===== src/design/lcdst_pkg.sv =====
// ----------------------------------------------------------------------------
// lcdst_pkg
// Shared types and constants for the LCD scanline timing controller.
// ----------------------------------------------------------------------------
package lcdst_pkg;

	// default line geometry
	localparam int unsigned LINE_CYCLES_DEF       = 456;
	localparam int unsigned LAST_VISIBLE_LINE_DEF = 143;
	localparam int unsigned LAST_LINE_DEF         = 153;

	// cycle positions inside a visible line
	localparam logic [9:0] SEARCH_END   = 10'd80;
	localparam logic [9:0] TRANSFER_END = 10'd252;

	localparam int unsigned CFG_IDX_W  = 3;
	localparam int unsigned CFG_DATA_W = 8;

	typedef enum logic [1:0] {
		MODE_HBLANK   = 2'd0,
		MODE_VBLANK   = 2'd1,
		MODE_SEARCH   = 2'd2,
		MODE_TRANSFER = 2'd3
	} mode_t;

	typedef enum logic [CFG_IDX_W-1:0] {
		CFG_DISPLAY_ENABLE   = 3'd0,
		CFG_LINE_COMPARE     = 3'd1,
		CFG_IRQ_HBLANK       = 3'd2,
		CFG_IRQ_VBLANK_MODE  = 3'd3,
		CFG_IRQ_SEARCH       = 3'd4,
		CFG_IRQ_MATCH        = 3'd5
	} cfg_idx_t;

	typedef struct packed {
		logic       display_enable;
		logic [7:0] line_compare;
		logic       irq_hblank_enable;
		logic       irq_vblank_mode_enable;
		logic       irq_search_enable;
		logic       irq_match_enable;
	} cfg_t;

	typedef struct packed {
		logic [9:0] cycle_count;
		logic [7:0] line_number;
		mode_t      mode;
		logic       match_flag;
	} tstate_t;

	typedef struct packed {
		logic vblank_request;
		logic status_request;
		logic draw_line_request;
	} req_t;

endpackage


===== src/design/lcdst_cfg.sv =====
// ----------------------------------------------------------------------------
// lcdst_cfg
// Configuration register file, written through a plain index/data port.
// ----------------------------------------------------------------------------
module lcdst_cfg (
	input  logic                             clk,
	input  logic                             arst_n,
	input  logic                             cfg_write,
	input  logic [lcdst_pkg::CFG_IDX_W-1:0]  cfg_index,
	input  logic [lcdst_pkg::CFG_DATA_W-1:0] cfg_data,
	output lcdst_pkg::cfg_t                  cfg
);
	import lcdst_pkg::*;

	cfg_t cfg_q;

	always_ff @(posedge clk or negedge arst_n) begin
		if (!arst_n) begin
			cfg_q <= '0;
		end else if (cfg_write) begin
			case (cfg_idx_t'(cfg_index))
				CFG_DISPLAY_ENABLE:  cfg_q.display_enable         <= cfg_data[0];
				CFG_LINE_COMPARE:    cfg_q.line_compare           <= cfg_data[7:0];
				CFG_IRQ_HBLANK:      cfg_q.irq_hblank_enable      <= cfg_data[0];
				CFG_IRQ_VBLANK_MODE: cfg_q.irq_vblank_mode_enable <= cfg_data[0];
				CFG_IRQ_SEARCH:      cfg_q.irq_search_enable      <= cfg_data[0];
				CFG_IRQ_MATCH:       cfg_q.irq_match_enable       <= cfg_data[0];
				default:             cfg_q <= cfg_q;
			endcase
		end
	end

	assign cfg = cfg_q;

endmodule


===== src/design/lcdst_step.sv =====
// ----------------------------------------------------------------------------
// lcdst_step
// Next-state and request logic for one beat of elapsed cycles.
// ----------------------------------------------------------------------------
module lcdst_step #(
	parameter int unsigned LINE_CYCLES       = lcdst_pkg::LINE_CYCLES_DEF,
	parameter int unsigned LAST_VISIBLE_LINE = lcdst_pkg::LAST_VISIBLE_LINE_DEF,
	parameter int unsigned LAST_LINE         = lcdst_pkg::LAST_LINE_DEF
) (
	input  lcdst_pkg::cfg_t    cfg,
	input  lcdst_pkg::tstate_t cur,
	input  logic [7:0]         cycles,
	output lcdst_pkg::tstate_t nxt,
	output lcdst_pkg::req_t    req
);
	import lcdst_pkg::*;

	localparam logic [9:0] LINE_LEN  = 10'(LINE_CYCLES);
	localparam logic [7:0] LAST_VIS  = 8'(LAST_VISIBLE_LINE);
	localparam logic [7:0] FIRST_VB  = 8'(LAST_VISIBLE_LINE + 1);
	localparam logic [7:0] LAST_LN   = 8'(LAST_LINE);

	mode_t       mode;
	logic        irq_on;
	logic        match;
	logic [9:0]  cnt_add;
	logic        wrap;
	logic [7:0]  line_inc;

	always_comb begin
		// mode from the position before the cycles are added
		if (cur.line_number > LAST_VIS) begin
			mode   = MODE_VBLANK;
			irq_on = cfg.irq_vblank_mode_enable;
		end else if (cur.cycle_count < SEARCH_END) begin
			mode   = MODE_SEARCH;
			irq_on = cfg.irq_search_enable;
		end else if (cur.cycle_count < TRANSFER_END) begin
			mode   = MODE_TRANSFER;
			irq_on = 1'b0;
		end else begin
			mode   = MODE_HBLANK;
			irq_on = cfg.irq_hblank_enable;
		end

		match    = (cur.line_number == cfg.line_compare);
		cnt_add  = cur.cycle_count + {2'b00, cycles};
		wrap     = (cnt_add >= LINE_LEN);
		line_inc = cur.line_number + 8'd1;

		nxt = cur;
		req = '0;
		if (cfg.display_enable) begin
			nxt.mode           = mode;
			nxt.match_flag     = match;
			req.status_request = ((mode != cur.mode) && irq_on)
				|| (match && cfg.irq_match_enable);
			if (wrap) begin
				nxt.cycle_count = '0;
				nxt.line_number = line_inc;
				if (line_inc == FIRST_VB) begin
					req.vblank_request = 1'b1;
				end else if (line_inc > LAST_LN) begin
					nxt.line_number = '0;
				end else if (line_inc <= LAST_VIS) begin
					req.draw_line_request = 1'b1;
				end
			end else begin
				nxt.cycle_count = cnt_add;
			end
		end else begin
			nxt.cycle_count = '0;
			nxt.line_number = '0;
			nxt.mode        = MODE_HBLANK;
		end
	end

endmodule


===== src/design/lcd_scanline_timing_controller.sv =====
// ----------------------------------------------------------------------------
// lcd_scanline_timing_controller
// Scanline timing for an LCD: display mode, line counter, status, vblank and
// draw requests from a stream of elapsed-cycle counts.
// ----------------------------------------------------------------------------
// Path: an accepted input beat passes through the input register, then the
// result register, to its result beat on the output.
// Throughput: one beat per cycle while out_ready holds; the line state updates
// in one pass of the step logic between the input and result registers.
// Reset: arst_n clears all configuration, line state and valid flags.
module lcd_scanline_timing_controller #(
	parameter int unsigned LINE_CYCLES       = lcdst_pkg::LINE_CYCLES_DEF,
	parameter int unsigned LAST_VISIBLE_LINE = lcdst_pkg::LAST_VISIBLE_LINE_DEF,
	parameter int unsigned LAST_LINE         = lcdst_pkg::LAST_LINE_DEF
) (
	input  logic                             clk,
	input  logic                             arst_n,
	// configuration
	input  logic                             cfg_write,
	input  logic [lcdst_pkg::CFG_IDX_W-1:0]  cfg_index,
	input  logic [lcdst_pkg::CFG_DATA_W-1:0] cfg_data,
	// input channel
	input  logic                             in_valid,
	output logic                             in_ready,
	input  logic [7:0]                       elapsed_cycles,
	// output channel
	output logic                             out_valid,
	input  logic                             out_ready,
	output logic [7:0]                       current_line,
	output logic [1:0]                       display_mode,
	output logic                             line_match,
	output logic                             vblank_request,
	output logic                             status_request,
	output logic                             draw_line_request
);
	import lcdst_pkg::*;

	cfg_t    cfg;
	tstate_t state_q;
	tstate_t state_nxt;
	req_t    req;

	// input register
	logic       valid_s1;
	logic [7:0] cycles_s1;

	// result register
	logic       out_valid_q;
	logic [7:0] line_q;
	mode_t      mode_q;
	logic       match_q;
	req_t       req_q;

	logic advance;

	lcdst_cfg u_cfg (
		.clk       (clk),
		.arst_n    (arst_n),
		.cfg_write (cfg_write),
		.cfg_index (cfg_index),
		.cfg_data  (cfg_data),
		.cfg       (cfg)
	);

	lcdst_step #(
		.LINE_CYCLES       (LINE_CYCLES),
		.LAST_VISIBLE_LINE (LAST_VISIBLE_LINE),
		.LAST_LINE         (LAST_LINE)
	) u_step (
		.cfg    (cfg),
		.cur    (state_q),
		.cycles (cycles_s1),
		.nxt    (state_nxt),
		.req    (req)
	);

	// Advance the held beat into the result register whenever that register
	// is empty or being drained this cycle.
	assign advance  = valid_s1 && (!out_valid_q || out_ready);
	assign in_ready = !valid_s1 || advance;

	always_ff @(posedge clk or negedge arst_n) begin
		if (!arst_n) begin
			valid_s1 <= 1'b0;
		end else if (in_ready) begin
			valid_s1 <= in_valid;
		end
	end

	always_ff @(posedge clk) begin
		if (in_ready && in_valid) begin
			cycles_s1 <= elapsed_cycles;
		end
	end

	// Line state moves only when a beat is committed to the output.
	always_ff @(posedge clk or negedge arst_n) begin
		if (!arst_n) begin
			state_q <= '0;
		end else if (advance) begin
			state_q <= state_nxt;
		end
	end

	always_ff @(posedge clk or negedge arst_n) begin
		if (!arst_n) begin
			out_valid_q <= 1'b0;
		end else if (advance) begin
			out_valid_q <= 1'b1;
		end else if (out_ready) begin
			out_valid_q <= 1'b0;
		end
	end

	always_ff @(posedge clk) begin
		if (advance) begin
			line_q  <= state_nxt.line_number;
			mode_q  <= state_nxt.mode;
			match_q <= state_nxt.match_flag;
			req_q   <= req;
		end
	end

	assign out_valid         = out_valid_q;
	assign current_line      = line_q;
	assign display_mode      = 2'(mode_q);
	assign line_match        = match_q;
	assign vblank_request    = req_q.vblank_request;
	assign status_request    = req_q.status_request;
	assign draw_line_request = req_q.draw_line_request;

`ifndef SYNTHESIS
	// line counter stays within the frame
	assert property (@(posedge clk) disable iff (!arst_n)
		state_q.line_number <= 8'(LAST_LINE))
		else $error("line counter beyond last line");

	// cycle counter clears at the line length
	assert property (@(posedge clk) disable iff (!arst_n)
		state_q.cycle_count < 10'(LINE_CYCLES))
		else $error("cycle counter reached line length");

	// a disabled display commits line 0 in hblank with no requests
	assert property (@(posedge clk) disable iff (!arst_n)
		advance && !cfg.display_enable |=>
			current_line == 8'd0 && mode_q == MODE_HBLANK && req_q == '0)
		else $error("disabled display produced activity");

	// vblank request only on the first blank line
	assert property (@(posedge clk) disable iff (!arst_n)
		out_valid && vblank_request |-> current_line == 8'(LAST_VISIBLE_LINE + 1))
		else $error("vblank request on wrong line");

	// draw request only for visible lines
	assert property (@(posedge clk) disable iff (!arst_n)
		out_valid && draw_line_request |->
			current_line <= 8'(LAST_VISIBLE_LINE) && !vblank_request)
		else $error("draw request outside visible area");
`endif

endmodule


===== config.mk =====
export PLATFORM = sky130hd
export DESIGN_NAME = lcd_scanline_timing_controller
export DESIGN_NICKNAME = d
export VERILOG_FILES = /design/src/design/lcdst_pkg.sv /design/src/design/lcdst_cfg.sv /design/src/design/lcdst_step.sv /design/src/design/lcd_scanline_timing_controller.sv
export SDC_FILE = /design/constraint.sdc
export NUM_CORES = 1
export LEC_CHECK = 0
export BUFFER_PORTS_ARGS = -buffer_cell sky130_fd_sc_hd__buf_2
export CORE_ASPECT_RATIO = 1.4
export CORE_MARGIN = 10
export CORE_UTILIZATION = 40
export CTS_CLUSTER_SIZE = 10
export DETAILED_ROUTE_END_ITERATION = 8
export PLACE_DENSITY_LB_ADDON = 0.08
export SLEW_MARGIN = 20
export SYNTH_ARGS = -nofsm -noshare
export SYNTH_HDL_FRONTEND = slang
export SYNTH_SLANG_ARGS = --single-unit

===== constraint.sdc =====
create_clock -name clk -period 2.7 [get_ports clk]
set_input_delay 0.27 -clock clk [delete_from_list [all_inputs] [get_ports clk]]
set_output_delay 0.27 -clock clk [all_outputs]
set_load 0.01 [all_outputs]

==> metrics.txt <==
CP Cell Sequence buf_6 -> fa_2 -> a211oi_4 -> o21ai_1 -> a21oi_1 -> xor2_1 -> o41a_1 -> buf_6 -> or3_1 -> a21oi_1; post-synth top area cell dfrtp_1; IO Count 40; top cells by area, synth dfrtp_1 (29%), edfxtp_1 (21%), mux2_2 (5.4%); CTS clk-pin slew, worst paths around 70 ps; vias in the first global route between 2000 and 3000; setup repair after global routing missed its margin yes; Synth top area share 28.6%; CTS tree built; die area around 12000 um2; YS warnings 0; Post-Syn Instances 307; synthesized area per cell 10.3 um2; syn_nets approximately 340; Tcrit/Tclk final 107%; initial antenna violation count 0; TritonCTS Buffers 9; peak supply drop 0.000504 V; Clock Power Share 20.9%; area delta synth->final 30.6%; EDFF count, synth 22; Antenna Nets Post-Route 0; Vias per Instance 5.25; Clock Tree Root clkbuf_8; Top FF cell, synth dfrtp_1; Layout fillers 719; Initial Utilization roughly two fifths; CP Capture Type flip-flop; global-route wire length before repair 13100 um; H-tree Lvls 3; CTS sink cnt 58; worst slew pin tran a little under 900 ps; Netlist cell types 51; P_leak 1.70 nW; NumNets Final approximately 420; Gate power share a little under half; Worst-Skew Late Latency 360 ps; DR iter-0 viols 118; die width ~95 um; Routed WL 7890 um; Hold Crit Class in2async; Worst Path Buf+Inv 2; # DRC 0; slowest CP cell o41a_1; maximum clock frequency 346 MHz; Crit path largest cell delay 490 ps; Total GRT Usage 14.0%; via count 2590; GPL Wtd Cong 0.850; clk_skew 8.28 ps; run status finished, violations left; sequential share of the synthesized area 49.6%; clock buffer depth 2; Hold Vio Cnt, Final 0; 1st-pass router iterations 4; Max Cap Viol 0; sw frac between 30% and 40%; critical path class reg2reg; power per cell area 941 nW/um2; crit path DAT a little over 3000 ps; die height 125 um; Cell Rows 38; setup ws final -192 ps; Port Buffer Count 39; Overflow after GRT 0; largest net degree at the start of global routing 37; core box area 7700 um2; Critical Path Start Type flip-flop; Util after Layout 53.4%; Final HPWL DP around 5700 um; Slew Viols, Final 0; Int Pwr 0.00244 W; CP Max Fanout 5; final setup fails 15; Syn Std Cell Area ~3100 um2; failing checks setup timing; sum of negative setup slack -1760 ps; Seq pwr share 33.1%; routed len/inst 16.0 um; Antenna Cells 0; cell family with most CP delay compound AO/OA/AOI/OAI gates; ys async rst share roughly 62%; P_sw 0.00144 W; #FFs+latches synth 58; layout cell share with drive strength beyond 1 34.9%; crit path time final ~2900 ps; slew margin rel. 42.4%; data required time of the worst path 2900 ps
power groups by stage:
stage	Combinational (W)	Clock (W)	Sequential, W
finish	0.00178	0.000809	0.00128
global route	0.00197	0.000863	0.00131
CTS	0.00167	0.000820	0.00129
detailed placement	0.00155	0	0.00130
global placement	0.00153	0	0.00130
floorplan	0.000976	0	0.00125
Yosys cell counts, types with 2 or more instances:
cell type   n
nor2b_1     3
nor3b_1     5
o2bb2ai_1   2
xnor2_1    13
o31ai_1     4
nand2b_1    6
nand2_1    40
nand4b_1    2
inv_1       7
xor2_1      7
clkbuf_1   12
nand3b_1    2
dfrtp_1    36
edfxtp_1   22
o21ai_0    10
nor3_1      8
o21ai_1    10
mux2_2     15
nor2_1     17
nand4_1     8
nand3_1    12
and2_1      3
or3_1       4
buf_2       2
or4_1       4
a211oi_1    2
o211ai_1    2
ha_1       11
a21oi_1    16
path summary, 6_finish.rpt:
check	slack, ps	end	depth (start not counted)	start
setup reg to reg	-190	current_line[3]$_DFFE_PP_	10	cycles_s1[1]$_DFFE_PP_
hold reg to reg	500	out_valid$_DFFE_PN0P_	1	valid_s1$_DFFE_PN0N_
min in group clk	80	cycles_s1[5]$_DFFE_PP_	1	elapsed_cycles[5]
max in group asynchronous	2120	state_q[3]$_DFFE_PN0P_	1	arst_n
setup / recovery	-190	current_line[3]$_DFFE_PP_	10	cycles_s1[1]$_DFFE_PP_
hold / removal	20	u_cfg.cfg[6]$_DFFE_PN0P_	1	arst_n
per-layer routing:
| metal | vias up | wire [um] | GRT usage (%) |
|---|---|---|---|
| met5 | - | 0 | 0 |
| met4 | 0 | 182 | 8.66 |
| met3 | 15 | 260 | 2.57 |
| met2 | 47 | 4300 | 24.4 |
| met1 | 1241 | 3150 | 15.0 |
| li1 | 1287 | - | - |
metrics by stage:
step / instance area (um2) / cells / total power [W] / worst slack (ps) / hold slack [ps]
6_report: 4110 / 493 / 0.00387 / -192 / 22.7
3_5_place_dp: 3710 / 470 / 0.00285 / -287 / 442
5_1_grt: 4110 / 493 / 0.00414 / -280 / 74.6
2_1_floorplan: 3170 / 307 / 0.00223 / 1.90 / -25.6
3_3_place_gp: 3710 / 470 / 0.00283 / -232 / 438
4_1_cts: 4000 / 491 / 0.00377 / -172 / 62.8
layout make-up:
type	instances	area [um2]	share of cell area (%)
multi-input cells	227	1640	39.9
well taps	100	125	3.04
clock buffers	11	141	3.44
clock inverters	5	53.8	1.31
inverters	7	26.3	0.639
repair buffers	85	564	13.7
flip-flops and latches	58	1560	38.0
cell usage in the layout, fill, tap and decap left out, types with 8 or more instances in the layout:
| master | n |
|---|---|
| xnor2_1 | 13 |
| nor2_1 | 16 |
| nand4_1 | 8 |
| o21ai_0 | 8 |
| buf_4 | 38 |
| buf_2 | 40 |
| clkbuf_8 | 10 |
| o21ai_1 | 11 |
| ha_1 | 9 |
| dfrtp_1 | 36 |
| mux2_2 | 15 |
| a21oi_1 | 16 |
| edfxtp_1 | 22 |
| nand2_1 | 38 |
worst register-to-register path: stages, from the launching register on:
cell and delay [ps]:
edfxtp_1 450, buf_6 150, fa_2 380, a211oi_4 260, o21ai_1 90, a21oi_1 160, xor2_1 100, o41a_1 490
buf_6 160, or3_1 360, a21oi_1 140
timing repair:
item,4_1_cts,5_1_grt
resized for setup,12,22
hold endpoints to repair,0,0
pin swaps,16,5
hold buffers,0,0
buffers inserted,3,1
gates cloned,2,1
setup endpoints to repair,27,27
flip-flops by register name, indices dropped and copies added (netlist names):
name and cells:
current_line 8, cycles_s1 8, display_mode 2, draw_line_request 1
line_match 1, out_valid 1, state_q 21, status_request 1
u_cfg.cfg 13, valid_s1 1, vblank_request 1
cell families (layout without fill, tap and decap cells):
group                      Yosys count  in the layout  share of synthesized area, %
AOI/OAI and AO/OA                   61             61                          12.6
xor gates and xnor gates            20             20                          5.56
adders and majority gates           12             12                          5.01
buffers and inverters               22            108                          2.70
DFF                                 58             58                          49.6
muxes                               16             16                          5.68
and+or+nand+nor                    118            118                          18.9
Note: power is estimated with default switching activity, not from simulation.
